### src/md5_pkg.sv
// md5_pkg: shared constants, types and round tables for the md5 digest block
// no dependencies; used by the channel interfaces and the top level
`timescale 1ns / 1ps

package md5_pkg;

	localparam int BYTE_W  = 8;
	localparam int WORD_W  = 32;
	localparam int IDX_W   = 2;
	localparam int COUNT_W = 64;

	localparam logic [WORD_W-1:0] IV_A = 32'h67452301;
	localparam logic [WORD_W-1:0] IV_B = 32'hefcdab89;
	localparam logic [WORD_W-1:0] IV_C = 32'h98badcfe;
	localparam logic [WORD_W-1:0] IV_D = 32'h10325476;
	localparam logic [BYTE_W-1:0] PAD_MARK = 8'h80;

	// sequencer states, one-hot
	typedef enum logic [3:0] {
		ST_IDLE  = 4'b0001,
		ST_ROUND = 4'b0010,
		ST_FOLD  = 4'b0100,
		ST_EMIT  = 4'b1000
	} md5_state_t;

	// what block follows the one being compressed during the finish
	typedef enum logic [1:0] {
		NXT_NONE     = 2'd0,
		NXT_MARK_LEN = 2'd1,
		NXT_LEN      = 2'd2
	} md5_next_t;

	function automatic logic [WORD_W-1:0] round_k(input logic [5:0] i);
		logic [WORD_W-1:0] k;
		case (i)
			6'd0:  k = 32'hd76aa478; 6'd1:  k = 32'he8c7b756;
			6'd2:  k = 32'h242070db; 6'd3:  k = 32'hc1bdceee;
			6'd4:  k = 32'hf57c0faf; 6'd5:  k = 32'h4787c62a;
			6'd6:  k = 32'ha8304613; 6'd7:  k = 32'hfd469501;
			6'd8:  k = 32'h698098d8; 6'd9:  k = 32'h8b44f7af;
			6'd10: k = 32'hffff5bb1; 6'd11: k = 32'h895cd7be;
			6'd12: k = 32'h6b901122; 6'd13: k = 32'hfd987193;
			6'd14: k = 32'ha679438e; 6'd15: k = 32'h49b40821;
			6'd16: k = 32'hf61e2562; 6'd17: k = 32'hc040b340;
			6'd18: k = 32'h265e5a51; 6'd19: k = 32'he9b6c7aa;
			6'd20: k = 32'hd62f105d; 6'd21: k = 32'h02441453;
			6'd22: k = 32'hd8a1e681; 6'd23: k = 32'he7d3fbc8;
			6'd24: k = 32'h21e1cde6; 6'd25: k = 32'hc33707d6;
			6'd26: k = 32'hf4d50d87; 6'd27: k = 32'h455a14ed;
			6'd28: k = 32'ha9e3e905; 6'd29: k = 32'hfcefa3f8;
			6'd30: k = 32'h676f02d9; 6'd31: k = 32'h8d2a4c8a;
			6'd32: k = 32'hfffa3942; 6'd33: k = 32'h8771f681;
			6'd34: k = 32'h6d9d6122; 6'd35: k = 32'hfde5380c;
			6'd36: k = 32'ha4beea44; 6'd37: k = 32'h4bdecfa9;
			6'd38: k = 32'hf6bb4b60; 6'd39: k = 32'hbebfbc70;
			6'd40: k = 32'h289b7ec6; 6'd41: k = 32'heaa127fa;
			6'd42: k = 32'hd4ef3085; 6'd43: k = 32'h04881d05;
			6'd44: k = 32'hd9d4d039; 6'd45: k = 32'he6db99e5;
			6'd46: k = 32'h1fa27cf8; 6'd47: k = 32'hc4ac5665;
			6'd48: k = 32'hf4292244; 6'd49: k = 32'h432aff97;
			6'd50: k = 32'hab9423a7; 6'd51: k = 32'hfc93a039;
			6'd52: k = 32'h655b59c3; 6'd53: k = 32'h8f0ccc92;
			6'd54: k = 32'hffeff47d; 6'd55: k = 32'h85845dd1;
			6'd56: k = 32'h6fa87e4f; 6'd57: k = 32'hfe2ce6e0;
			6'd58: k = 32'ha3014314; 6'd59: k = 32'h4e0811a1;
			6'd60: k = 32'hf7537e82; 6'd61: k = 32'hbd3af235;
			6'd62: k = 32'h2ad7d2bb; 6'd63: k = 32'heb86d391;
			default: k = '0;
		endcase
		return k;
	endfunction

	function automatic logic [4:0] round_shift(input logic [5:0] i);
		logic [4:0] s;
		case ({i[5:4], i[1:0]})
			4'h0: s = 5'd7;  4'h1: s = 5'd12; 4'h2: s = 5'd17; 4'h3: s = 5'd22;
			4'h4: s = 5'd5;  4'h5: s = 5'd9;  4'h6: s = 5'd14; 4'h7: s = 5'd20;
			4'h8: s = 5'd4;  4'h9: s = 5'd11; 4'ha: s = 5'd16; 4'hb: s = 5'd23;
			4'hc: s = 5'd6;  4'hd: s = 5'd10; 4'he: s = 5'd15; 4'hf: s = 5'd21;
			default: s = 5'd0;
		endcase
		return s;
	endfunction

	// message word index for round i, all arithmetic mod 16
	function automatic logic [3:0] word_sel(input logic [5:0] i);
		logic [3:0] r;
		logic [3:0] g;
		r = i[3:0];
		case (i[5:4])
			2'd0:    g = r;
			2'd1:    g = 4'((r << 2) + r + 4'd1);
			2'd2:    g = 4'((r << 1) + r + 4'd5);
			2'd3:    g = 4'((r << 3) - r);
			default: g = r;
		endcase
		return g;
	endfunction

endpackage

### src/md5_in_if.sv
// md5_in_if: message byte channel, valid/ready with byte and flags
// depends on md5_pkg for field widths
`timescale 1ns / 1ps

interface md5_in_if;
	logic                       valid;
	logic                       ready;
	logic [md5_pkg::BYTE_W-1:0] data_byte;
	logic                       has_byte;
	logic                       last_byte;

	modport source (output valid, data_byte, has_byte, last_byte, input ready);
	modport sink   (input valid, data_byte, has_byte, last_byte, output ready);
endinterface

### src/md5_out_if.sv
// md5_out_if: digest word channel, valid/ready with word, index and last flag
// depends on md5_pkg for field widths
`timescale 1ns / 1ps

interface md5_out_if;
	logic                       valid;
	logic                       ready;
	logic [md5_pkg::WORD_W-1:0] digest_word;
	logic [md5_pkg::IDX_W-1:0]  word_index;
	logic                       last_word;

	modport source (output valid, digest_word, word_index, last_word, input ready);
	modport sink   (input valid, digest_word, word_index, last_word, output ready);
endinterface

### src/md5_message_digest.sv
// md5_message_digest: byte-stream md5 engine with a one-round-per-cycle compressor
// depends on md5_pkg, md5_in_if and md5_out_if
`timescale 1ns / 1ps

//  channel | dir | transfer carries                      | when
//  --------+-----+---------------------------------------+-------------------------
//  msg     | in  | data_byte, has_byte, last_byte        | valid & ready
//  digest  | out | digest_word, word_index, last_word    | valid & ready
//
//  an item that does not complete a block or end the message leaves the engine idle
//  an item that fills the block starts 64 rounds through the single
//  round unit plus one fold into the chaining words and the return to idle
//  a last item runs one or two blocks, padding and length included, then four
//  digest transfers at most one per cycle; the output register lets the next
//  message start while the final word still waits to be taken
//  arst_n clears control, the chaining words to the initial vector and the
//  bit count; the block store needs no clearing

module md5_message_digest (
	input  logic       clk,
	input  logic       arst_n,
	md5_in_if.sink     msg,
	md5_out_if.source  digest
);

	localparam int LEN_W = 7; // valid bytes in the block under compression, 0..64

	md5_pkg::md5_state_t state_q;
	md5_pkg::md5_next_t  nxt_q;
	logic                fin_q;

	logic [5:0]                        fill_q;
	logic [md5_pkg::COUNT_W-1:0]       bit_cnt_q;
	logic [3:0][md5_pkg::WORD_W-1:0]   chain_q;
	logic [md5_pkg::WORD_W-1:0]        blk_q [16];

	// how the current block is read: stored bytes, pad mark, length field
	logic [LEN_W-1:0] blk_valid_q;
	logic             blk_mark_q;
	logic             blk_len_q;

	logic [5:0]                  rnd_q;
	logic [md5_pkg::WORD_W-1:0]  a_q, b_q, c_q, d_q;

	logic [md5_pkg::IDX_W-1:0]   emit_idx_q;
	logic                        out_vld_q;
	logic [md5_pkg::WORD_W-1:0]  out_word_q;
	logic [md5_pkg::IDX_W-1:0]   out_idx_q;
	logic                        out_last_q;

	// input side
	logic       take;
	logic [5:0] fill_inc;
	logic [5:0] fill_end;
	logic       blk_full;

	assign msg.ready = (state_q == md5_pkg::ST_IDLE);
	assign take      = msg.valid && msg.ready;
	assign fill_inc  = fill_q + 6'd1;
	assign fill_end  = msg.has_byte ? fill_inc : fill_q;
	assign blk_full  = msg.has_byte && (fill_q == 6'd63);

	// message word for this round, with padding and length laid over the store
	logic [3:0]                 g_sel;
	logic [md5_pkg::WORD_W-1:0] w_raw;
	logic [md5_pkg::WORD_W-1:0] w_cur;

	assign g_sel = md5_pkg::word_sel(rnd_q);
	assign w_raw = blk_q[g_sel];

	always_comb begin
		logic [5:0] pos;
		w_cur = '0;
		for (int k = 0; k < 4; k++) begin
			pos = {g_sel, 2'(k)};
			if ({1'b0, pos} < blk_valid_q) begin
				w_cur[8*k +: 8] = w_raw[8*k +: 8];
			end else if (blk_mark_q && ({1'b0, pos} == blk_valid_q)) begin
				w_cur[8*k +: 8] = md5_pkg::PAD_MARK;
			end else if (blk_len_q && (pos[5:3] == 3'b111)) begin
				w_cur[8*k +: 8] = bit_cnt_q[8*pos[2:0] +: 8];
			end
		end
	end

	// the shared round unit
	logic [md5_pkg::WORD_W-1:0] f_val;
	logic [md5_pkg::WORD_W-1:0] t_sum;
	logic [4:0]                 sh;
	logic [63:0]                rot_dbl;
	logic [md5_pkg::WORD_W-1:0] b_new;

	always_comb begin
		case (rnd_q[5:4])
			2'd0:    f_val = (b_q & c_q) | (~b_q & d_q);
			2'd1:    f_val = (b_q & d_q) | (c_q & ~d_q);
			2'd2:    f_val = b_q ^ c_q ^ d_q;
			2'd3:    f_val = c_q ^ (b_q | ~d_q);
			default: f_val = '0;
		endcase
	end

	assign t_sum   = a_q + f_val + w_cur + md5_pkg::round_k(rnd_q);
	assign sh      = md5_pkg::round_shift(rnd_q);
	assign rot_dbl = {t_sum, t_sum} << sh;
	assign b_new   = b_q + rot_dbl[63:32];

	// chaining words after the fold
	logic [3:0][md5_pkg::WORD_W-1:0] fold_sum;

	assign fold_sum[0] = chain_q[0] + a_q;
	assign fold_sum[1] = chain_q[1] + b_q;
	assign fold_sum[2] = chain_q[2] + c_q;
	assign fold_sum[3] = chain_q[3] + d_q;

	// block store: byte lanes of sixteen words, no reset
	always_ff @(posedge clk) begin
		if (take && msg.has_byte) begin
			blk_q[fill_q[5:2]][8*fill_q[1:0] +: 8] <= msg.data_byte;
		end
	end

	always_ff @(posedge clk) begin
		if (state_q == md5_pkg::ST_EMIT && (!out_vld_q || digest.ready)) begin
			out_word_q <= chain_q[emit_idx_q];
			out_idx_q  <= emit_idx_q;
			out_last_q <= (emit_idx_q == 2'd3);
		end
	end

	always_ff @(posedge clk or negedge arst_n) begin
		if (!arst_n) begin
			state_q     <= md5_pkg::ST_IDLE;
			nxt_q       <= md5_pkg::NXT_NONE;
			fin_q       <= 1'b0;
			fill_q      <= '0;
			bit_cnt_q   <= '0;
			chain_q     <= {md5_pkg::IV_D, md5_pkg::IV_C, md5_pkg::IV_B, md5_pkg::IV_A};
			blk_valid_q <= '0;
			blk_mark_q  <= 1'b0;
			blk_len_q   <= 1'b0;
			rnd_q       <= '0;
			a_q         <= '0;
			b_q         <= '0;
			c_q         <= '0;
			d_q         <= '0;
			emit_idx_q  <= '0;
			out_vld_q   <= 1'b0;
		end else begin
			// output register loads in emit when empty or taken, holds until taken otherwise
			out_vld_q <= (state_q == md5_pkg::ST_EMIT) || (out_vld_q && !digest.ready);
			case (state_q)
				md5_pkg::ST_IDLE: begin
					if (take) begin
						if (msg.has_byte) begin
							bit_cnt_q <= bit_cnt_q + md5_pkg::COUNT_W'(8);
						end
						if (msg.has_byte || msg.last_byte) begin
							// an end of message starts the next one from byte 0
							fill_q <= msg.last_byte ? 6'd0 : fill_inc;
						end
						if (blk_full) begin
							// full block first; an end of message pads a fresh block
							blk_valid_q <= LEN_W'(64);
							blk_mark_q  <= 1'b0;
							blk_len_q   <= 1'b0;
							nxt_q       <= msg.last_byte ? md5_pkg::NXT_MARK_LEN
							                             : md5_pkg::NXT_NONE;
							fin_q       <= msg.last_byte;
						end else if (msg.last_byte) begin
							// mark after the data; length fits only below byte 56
							blk_valid_q <= {1'b0, fill_end};
							blk_mark_q  <= 1'b1;
							blk_len_q   <= (fill_end < 6'd56);
							nxt_q       <= (fill_end < 6'd56) ? md5_pkg::NXT_NONE
							                                  : md5_pkg::NXT_LEN;
							fin_q       <= 1'b1;
						end
						if (blk_full || msg.last_byte) begin
							state_q <= md5_pkg::ST_ROUND;
							rnd_q   <= '0;
							a_q     <= chain_q[0];
							b_q     <= chain_q[1];
							c_q     <= chain_q[2];
							d_q     <= chain_q[3];
						end
					end
				end
				md5_pkg::ST_ROUND: begin
					a_q   <= d_q;
					b_q   <= b_new;
					c_q   <= b_q;
					d_q   <= c_q;
					rnd_q <= rnd_q + 6'd1;
					if (rnd_q == 6'd63) begin
						state_q <= md5_pkg::ST_FOLD;
					end
				end
				md5_pkg::ST_FOLD: begin
					chain_q <= fold_sum;
					a_q     <= fold_sum[0];
					b_q     <= fold_sum[1];
					c_q     <= fold_sum[2];
					d_q     <= fold_sum[3];
					rnd_q   <= '0;
					case (nxt_q)
						md5_pkg::NXT_MARK_LEN: begin
							blk_valid_q <= '0;
							blk_mark_q  <= 1'b1;
							blk_len_q   <= 1'b1;
							nxt_q       <= md5_pkg::NXT_NONE;
							state_q     <= md5_pkg::ST_ROUND;
						end
						md5_pkg::NXT_LEN: begin
							blk_valid_q <= '0;
							blk_mark_q  <= 1'b0;
							blk_len_q   <= 1'b1;
							nxt_q       <= md5_pkg::NXT_NONE;
							state_q     <= md5_pkg::ST_ROUND;
						end
						default: begin
							emit_idx_q <= '0;
							state_q    <= fin_q ? md5_pkg::ST_EMIT : md5_pkg::ST_IDLE;
						end
					endcase
				end
				md5_pkg::ST_EMIT: begin
					if (!out_vld_q || digest.ready) begin
						emit_idx_q <= emit_idx_q + 2'd1;
						if (emit_idx_q == 2'd3) begin
							// digest out; restart from the initial vector
							state_q   <= md5_pkg::ST_IDLE;
							fin_q     <= 1'b0;
							bit_cnt_q <= '0;
							chain_q   <= {md5_pkg::IV_D, md5_pkg::IV_C,
							              md5_pkg::IV_B, md5_pkg::IV_A};
						end
					end
				end
				default: begin
					state_q <= md5_pkg::ST_IDLE;
				end
			endcase
		end
	end

	assign digest.valid       = out_vld_q;
	assign digest.digest_word = out_word_q;
	assign digest.word_index  = out_idx_q;
	assign digest.last_word   = out_last_q;

endmodule

### src/flat_wrapper.sv
// flat-port wrapper written by rule: the top's interface ports become plain ports
module md5_message_digest_flat 
  (clk, arst_n, msg_valid, msg_data_byte, msg_has_byte, msg_last_byte, msg_ready, digest_valid, digest_digest_word, digest_word_index, digest_last_word, digest_ready);
  md5_in_if msg_i ();
  md5_out_if digest_i ();
  input  logic clk;
  input  logic arst_n;
  input wire logic [$bits(msg_i.valid)-1:0] msg_valid;
  input wire logic [$bits(msg_i.data_byte)-1:0] msg_data_byte;
  input wire logic [$bits(msg_i.has_byte)-1:0] msg_has_byte;
  input wire logic [$bits(msg_i.last_byte)-1:0] msg_last_byte;
  output wire logic [$bits(msg_i.ready)-1:0] msg_ready;
  output wire logic [$bits(digest_i.valid)-1:0] digest_valid;
  output wire logic [$bits(digest_i.digest_word)-1:0] digest_digest_word;
  output wire logic [$bits(digest_i.word_index)-1:0] digest_word_index;
  output wire logic [$bits(digest_i.last_word)-1:0] digest_last_word;
  input wire logic [$bits(digest_i.ready)-1:0] digest_ready;
  assign msg_i.valid = msg_valid;
  assign msg_i.data_byte = msg_data_byte;
  assign msg_i.has_byte = msg_has_byte;
  assign msg_i.last_byte = msg_last_byte;
  assign msg_ready = msg_i.ready;
  assign digest_valid = digest_i.valid;
  assign digest_digest_word = digest_i.digest_word;
  assign digest_word_index = digest_i.word_index;
  assign digest_last_word = digest_i.last_word;
  assign digest_i.ready = digest_ready;
  md5_message_digest u_core (.clk(clk), .arst_n(arst_n), .msg(msg_i), .digest(digest_i));
endmodule
### config.mk
export PLATFORM = sky130hd
export DESIGN_NAME = md5_message_digest_flat
export DESIGN_NICKNAME = d
export VERILOG_FILES = /design/src/md5_pkg.sv /design/src/md5_in_if.sv /design/src/md5_out_if.sv /design/src/md5_message_digest.sv /design/src/flat_wrapper.sv
export SDC_FILE = /design/constraint.sdc
export NUM_CORES = 2
export LEC_CHECK = 0
export BUFFER_PORTS_ARGS = -buffer_cell sky130_fd_sc_hd__buf_2
export CORE_MARGIN = 5
export CORE_UTILIZATION = 40
export CTS_CLUSTER_DIAMETER = 30
export DETAILED_ROUTE_END_ITERATION = 8
export GPL_ROUTABILITY_DRIVEN = 0
export PLACE_DENSITY = 0.55
export SYNTH_ARGS = -nofsm -noshare
export SYNTH_HDL_FRONTEND = slang
export SYNTH_SLANG_ARGS = --single-unit
### constraint.sdc
create_clock -name clk -period 21.6 [get_ports clk]
set_input_delay 0 -clock clk [delete_from_list [all_inputs] [get_ports clk]]
set_output_delay 0 -clock clk [all_outputs]
set_load 0.005 [all_outputs]
=== Word level (Yosys, flattened, before mapping) ===
Memories as Yosys holds them, arrays and structs flattened.
Index checks and enable logic that the tools add are counted.

* Bitwise logic cells: 12
* Shifts and indexed selects: 7
* Reduce and logical (&&, ||, !) cells: 31
* Equality and inequality tests: 27
* Mux-type cells: 81
* $lt $le $gt $ge: 6
* Multiply operators: 0
* Divide/modulo/power cells: 0
* Add/sub/neg operators: 18

{| class="wikitable"
|+ Operator list
! kind !! number
|-
| 32-bit one-hot mux with 3 select lines || 4
|-
| 32-bit 2-to-1 mux || 10
|-
| 32-bit adder || 8
|-
| 128-bit 2-to-1 mux || 2
|-
| 64-bit 2-to-1 mux || 4
|-
| 128-bit one-hot mux with 2 select lines || 1
|-
| 64-bit by 7-bit indexed part select with 8-bit output || 4
|-
| 32-bit bitwise AND || 4
|-
| 32-bit one-hot mux with 4 select lines || 1
|-
| 64-bit one-hot mux with 2 select lines || 1
|-
| 8-bit 2-to-1 mux || 12
|-
| 32-bit OR || 3
|-
| 32-bit bitwise XOR || 3
|-
| 64-bit by 4-bit adder with 64-bit output (second input constant) || 1
|-
| 32-bit binary-select mux with 2-bit select || 1
|-
| 32-bit NOT || 2
|-
| 64-bit by 5-bit left shift with 64-bit output || 1
|-
| 5-bit negator with 34-bit output || 1
|-
| 8-bit by 34-bit variable shift with 32-bit output (first input constant) || 1
|-
| 8-bit by 34-bit indexed part select with 32-bit output || 1
|-
| 4-bit one-hot mux with 4 select lines || 2
|-
| 6-bit by 7-bit == test with 1-bit output || 4
|-
| 6-bit by 7-bit less-than comparator with 1-bit output || 4
|-
| 4-bit 2-to-1 mux || 7
|-
| other kinds (38) || 100
|}

* Latch bits: 0
* Bits in registers: 386
* Memories kept: 3
* Bits of input ports: 14
* Bits in writable memories: 512
* ROM bits: 2,128
* Output and inout bits: 37

{| class="wikitable"
|+ Memories
! name !! words !! bits a word !! rd ports !! clocked after memory_dff !! write ports !! line !! text
|-
| (name not given) || 64 || 32 || 1 || 0 || 0 || md5_pkg.sv:35 || <nowiki>case (i)</nowiki>
|-
| u_core.blk_q || 16 || 32 || 1 || 0 || 1 || md5_message_digest.sv:35 || <nowiki>logic [md5_pkg::WORD_W-1:0] blk_q [16];</nowiki>
|-
| (name not given) || 16 || 5 || 1 || 0 || 0 || md5_pkg.sv:75 || <nowiki>case ({i[5:4], i[1:0]})</nowiki>
|}

=== Logic depth before layout (Yosys ltp) ===
* Depth after elaboration: 13
* Gate-level depth with buffers: 53

=== Least setup slack after synthesis ===
No wires, ideal clock.

* Kind: flip-flop to flip-flop
* Start: register u_core.rnd_q[2]
* End: register u_core.b_q[31] (netlist bit)
* Period minus slack after synthesis: 12,503 ps
* Cell stages (with the launch flop): 52
* Path buffers: 5
* Data arrival time: 12,371 ps
* Slack: 9,097 ps
* Library setup time: 131 ps
* Cells stage by stage: dfrtp_1 > clkbuf_1 > clkinv_1 > clkbuf_1 > buf_1 > ha_1 > fa_1 > xor2_1 > xnor2_1 > a211oi_1 > nor2_1 > clkbuf_1 > clkbuf_1 > inv_1 > ha_1 > nand4b_1 > inv_1 > and2_1 > (+16 left out) > xor2_1 > mux4_2 > mux2i_1 > a21o_1 > a21oi_1 > ha_1 > and3_1 > a221oi_1 > o31ai_1 > nor4b_2 > a211oi_1 > o31ai_1 > a2111oi_0 > o41a_1 > o21ai_2 > nor2_1 > a2111oi_0 > nand2_1

* Longest elaborated chain between the ends: 13
* Elaborated cells on any way between the ends: 39
* Classes of those cells: 8 x add/sub; 4 x order compare; 5 x eq/ne; 1 x shift; 14 x mux; 5 x reduce/logical; 2 x memory

{| class="wikitable"
|+ RTL lines
! element !! line !! text
|-
| start: declaration || md5_message_digest.sv:42 || <nowiki>logic [5:0] rnd_q;</nowiki>
|-
| start signal: assignment || md5_message_digest.sv:194 || <nowiki>rnd_q <= rnd_q + 6'd1;</nowiki>
|-
| parallel branches: the longest is 9 deep, another holds 32-bit adder || - ||
|-
| 32-bit adder (*) || md5_message_digest.sv:103 || <nowiki>assign t_sum = a_q + f_val + w_cur + md5_pkg::round_k(rnd_q);</nowiki>
|-
| 64-bit by 5-bit left shift with 64-bit output (*) || md5_message_digest.sv:105 || <nowiki>assign rot_dbl = {t_sum, t_sum} << sh;</nowiki>
|-
| 32-bit adder (*) || md5_message_digest.sv:106 || <nowiki>assign b_new = b_q + rot_dbl[63:32];</nowiki>
|-
| 32-bit one-hot mux with 3 select lines (*) || md5_message_digest.sv:152 || <nowiki>case (state_q)</nowiki>
|-
| end signal: assignment || md5_message_digest.sv:183 || <nowiki>b_q <= chain_q[1];</nowiki>
|-
| end signal: assignment || md5_message_digest.sv:191 || <nowiki>b_q <= b_new;</nowiki>
|-
| end signal: assignment || md5_message_digest.sv:202 || <nowiki>b_q <= fold_sum[1];</nowiki>
|-
| end: declaration || md5_message_digest.sv:43 || <nowiki>logic [md5_pkg::WORD_W-1:0] a_q, b_q, c_q, d_q;</nowiki>
|}

Mark *: on every way between the ends.
A chain may end at the register's enable or synchronous reset.

=== Worst setup path after layout ===
* Start: register u_core.rnd_q[0]
* End: register u_core.b_q[31] (netlist bit)

* Longest elaborated chain between the ends: 13
* Elaborated cells on any way between the ends: 44
* Classes of those cells: 8 x add/sub; 4 x order compare; 5 x eq/ne; 5 x shift; 14 x mux; 5 x reduce/logical; 3 x memory

{| class="wikitable"
|+ RTL lines
! element !! line
|-
| parallel branches: the longest is 10 deep, another holds 32-bit adder || -
|-
| 64-bit by 5-bit left shift with 64-bit output (*) || md5_message_digest.sv:105
|-
| 32-bit adder (*) || md5_message_digest.sv:106
|-
| 32-bit one-hot mux with 3 select lines (*) || md5_message_digest.sv:152
|}

Marked as above.

==> impl_metrics.json <==
{
  "syn-num-nets": 5689,
  "maxCapViolations": 0,
  "nets": 5728,
  "synthesis.area_sq_um": 55750,
  "min_period_over_period": 0.6332,
  "fmax_mhz": 73.12,
  "startpoint_type": "flip-flop",
  "slowest_delay_ps": 920,
  "numCtsBuffers": 210,
  "top_usage_layer": "met2",
  "slew_violations": 0,
  "path_class": "reg2reg",
  "grt_usage": 0.2469,
  "die_h_um": 383.3,
  "whs_path_depth": 4,
  "postPlaceCellArea_sq_um": 57860,
  "worst_clock_skew_ps": 71.02,
  "crit_path_end_kind": "flip-flop",
  "synthFlopType": "edfxtp_1",
  "die_w_um": 383.3,
  "hold_class": "in2reg",
  "die-area_sq_um": 147000,
  "htreeDepth": 4,
  "setup_tns_ps": 0,
  "grt_pass1_vias": 42630,
  "cp_common_cell": "ha_1",
  "finalCriticalPeriod_ps": 13680,
  "clock_path_buffers": 3,
  "gr-usage-met3": 0.06374,
  "cp.arrival_ps": 14330,
  "drtIter0Drc": 4823,
  "async_reset_ff_frac": 0.3888,
  "cts_num_sinks": 895,
  "fin_area_sq_um": 65580,
  "grt_overflow": 0,
  "port_buffers": 50,
  "clk_pin_slew_ps": 40,
  "reg2reg_from": "u_core.rnd_q[0]$_DFFE_PN0P_",
  "synthCells": 5366,
  "fp-row-count": 137,
  "avgSynthCellArea_sq_um": 10.39,
  "max_slew_margin": 0.05017,
  "grt_pass1_wl_mm": 276.6,
  "vias_per_cell": 5.951,
  "crit_path_top_delay_cell": "mux4_4",
  "io_pins": 51,
  "tightest_slew_ps": 1410,
  "holdPathEnd": "u_core.digest.valid$_DFF_PN0_",
  "drtAntennaViolNets": 0,
  "grt_max_degree": 130,
  "r2r_slack_ps": 7920,
  "initial_utilization": 0.4011,
  "seq_area_frac_synth": 0.4523,
  "cts_resized": 0,
  "met2_usage": 0.3649,
  "routedWlPerCell_um": 24.80,
  "hold_viol": 0,
  "cts_root_buffer": "clkbuf_16",
  "hold_path_startpoint": "digest_ready",
  "yosysWarnings": 0,
  "setup_viol": 0,
  "firstDrtPassIters": 6,
  "area_growth_pct": 17.63,
  "reg2regPathDepth": 42,
  "ys_ff_latch": 895,
  "cts_tree": "built",
  "dp_hpwl_mm": 126.6,
  "synth_edf_count": 547,
  "outcome": "finished clean",
  "placeableCoreArea_sq_um": 139000,
  "rsz0062_at_grt": "no",
  "antenna_found_initial": 9,
  "vias": 44450,
  "drive_above_1_share": 0.1432,
  "worstReg2RegEnd": "u_core.b_q[31]$_DFFE_PN0P_",
  "cp.required_ps": 22250,
  "ys_types": 98,
  "wl_mm": 185.2,
  "crit_start": "u_core.rnd_q[0]$_DFFE_PN0P_",
  "grt_use_met1": 0.3576,
  "clock_latency_ps": 840,
  "cp_max_fo": 29,
  "drc": 0
}
## layout make-up
class / count / area, sq um
Clock buffer: 255 / 5679
Timing Repair Buffer: 131 / 940.9
Clock inverter: 144 / 1852
Sequential cell: 895 / 25230
Fill cell: 12710 / 73440
Antenna cell: 1 / 2.502
Tap cell: 1876 / 2347
Multi-Input combinational cell: 4002 / 28900
Inverter: 165 / 629.4
## through the flow
step           std cells  hold WS (ps)  utilization  worst slack (ps)
4_1_cts             7468         58.61       0.4717              8129
6_report            7469         128.7       0.4718              7924
3_3_place_gp        7052         88.73       0.4162              8270
2_1_floorplan       5366        -295.6            -              9097
3_5_place_dp        7052         92.24       0.4162              8221
5_1_grt             7468         147.8       0.4717              6844
## critical path: cells and delay by family, from the launching register on
kind                       cells  cell delay (ps)
buffers and inverters          2              550
adders and majority gates      8             3270
AOI/OAI and AO/OA             19             5580
muxes                          3             1670
DFF                            1              340
xor gates and xnor gates       1              170
and+or+nand+nor                9             1890
## synthesized netlist by cell type, drive strengths merged (11+ instances only)
cell | n | area share
a22o | 14 | 0.0022
a2111oi | 12 | 0.0020
o21bai | 23 | 0.0031
clkbuf | 238 | 0.016
a211oi | 60 | 0.0082
and2 | 51 | 0.0057
a21oi | 448 | 0.040
fa | 70 | 0.025
o311ai | 11 | 0.0017
mux2i | 109 | 0.020
a221oi | 23 | 0.0036
nand2 | 624 | 0.042
dfrtp | 283 | 0.13
a22oi | 60 | 0.0081
nand4 | 32 | 0.0036
a211o | 15 | 0.0024
ha | 239 | 0.054
nand3 | 85 | 0.0076
a21o | 130 | 0.018
dfstp | 65 | 0.031
nor2b | 92 | 0.010
a311oi | 12 | 0.0019
o21a | 38 | 0.0051
xnor2 | 121 | 0.019
o22ai | 51 | 0.0057
xor2 | 128 | 0.020
edfxtp | 547 | 0.29
o31ai | 22 | 0.0030
nor3 | 90 | 0.0081
mux2 | 30 | 0.0061
nand2b | 47 | 0.0053
inv | 162 | 0.011
o31a | 33 | 0.0052
nor2 | 497 | 0.033
a31oi | 112 | 0.013
and3 | 33 | 0.0037
o21ai | 274 | 0.025
o211ai | 33 | 0.0044
or3 | 34 | 0.0038
mux4 | 168 | 0.068
buf | 66 | 0.0049
## how the worst max path moves through the flow
stage                                 endpoint  slack [ps]  cells after the start
detailed placement  u_core.b_q[31]$_DFFE_PN0P_        8220                     46
floorplan           u_core.b_q[31]$_DFFE_PN0P_        9100                     51
global route        u_core.b_q[31]$_DFFE_PN0P_        6840                     46
global placement    u_core.b_q[31]$_DFFE_PN0P_        8270                     42
finish              u_core.b_q[31]$_DFFE_PN0P_        7920                     42
CTS                 u_core.b_q[31]$_DFFE_PN0P_        8130                     42
## routing by layer
metal	share of wire	vias to the layer above	wire length [um]
met3	0.088	320	16340
li1	-	20110	-
met1	0.45	22140	83440
met4	0.026	4	4821
met5	0.00012	-	23
met2	0.44	1885	80590
## cells in the final DEF, fill, tap and decap left out, drive strengths merged, types with 30 or more instances in the layout
cell type,synthesis,final
nand2,624,624
edfxtp,547,547
nor2,497,497
a21oi,448,448
dfrtp,283,283
o21ai,274,274
clkbuf,238,255
ha,239,239
inv,162,176
mux4,168,168
a21o,130,130
xor2,128,128
xnor2,121,121
buf,66,115
a31oi,112,112
mux2i,109,109
nor2b,92,92
nor3,90,90
nand3,85,85
clkinv,3,84
fa,70,70
dfstp,65,65
a22oi,60,60
a211oi,60,60
o22ai,51,51
and2,51,51
nand2b,47,47
o21a,38,38
or3,34,34
o211ai,33,33
and3,33,33
o31a,33,33
nand4,32,32
mux2,30,30
bufinv,0,30
## cells by family after synthesis
group,share of synthesized area
fa+ha+maj,0.07877
buf+inv,0.03207
flops,0.4523
compound gates,0.1691
xor+xnor,0.03939
simple gates,0.1349
mux,0.09349
## state kept, by name, indices dropped and copies added, names as in the netlist, 4 cells and up
name,count
u_core.chain_q,128
u_core.fill_q,6
u_core.rnd_q,6
u_core.d_q,32
u_core.blk_valid_q,7
u_core.bit_cnt_q,61
u_core.c_q,32
u_core.blk_q,512
u_core.b_q,32
u_core.a_q,32
u_core.digest.digest_word,32
u_core.state_q,4
## timing repair
item | CTS | global route
buffers inserted | 0 | 0
endpoints found under the hold margin | 612 | 0
hold buffers | 17 | 0
Power is left out: the tool's default activity adds up to more than one toggle a clock period on the data nets, which glitch-free logic cannot reach.
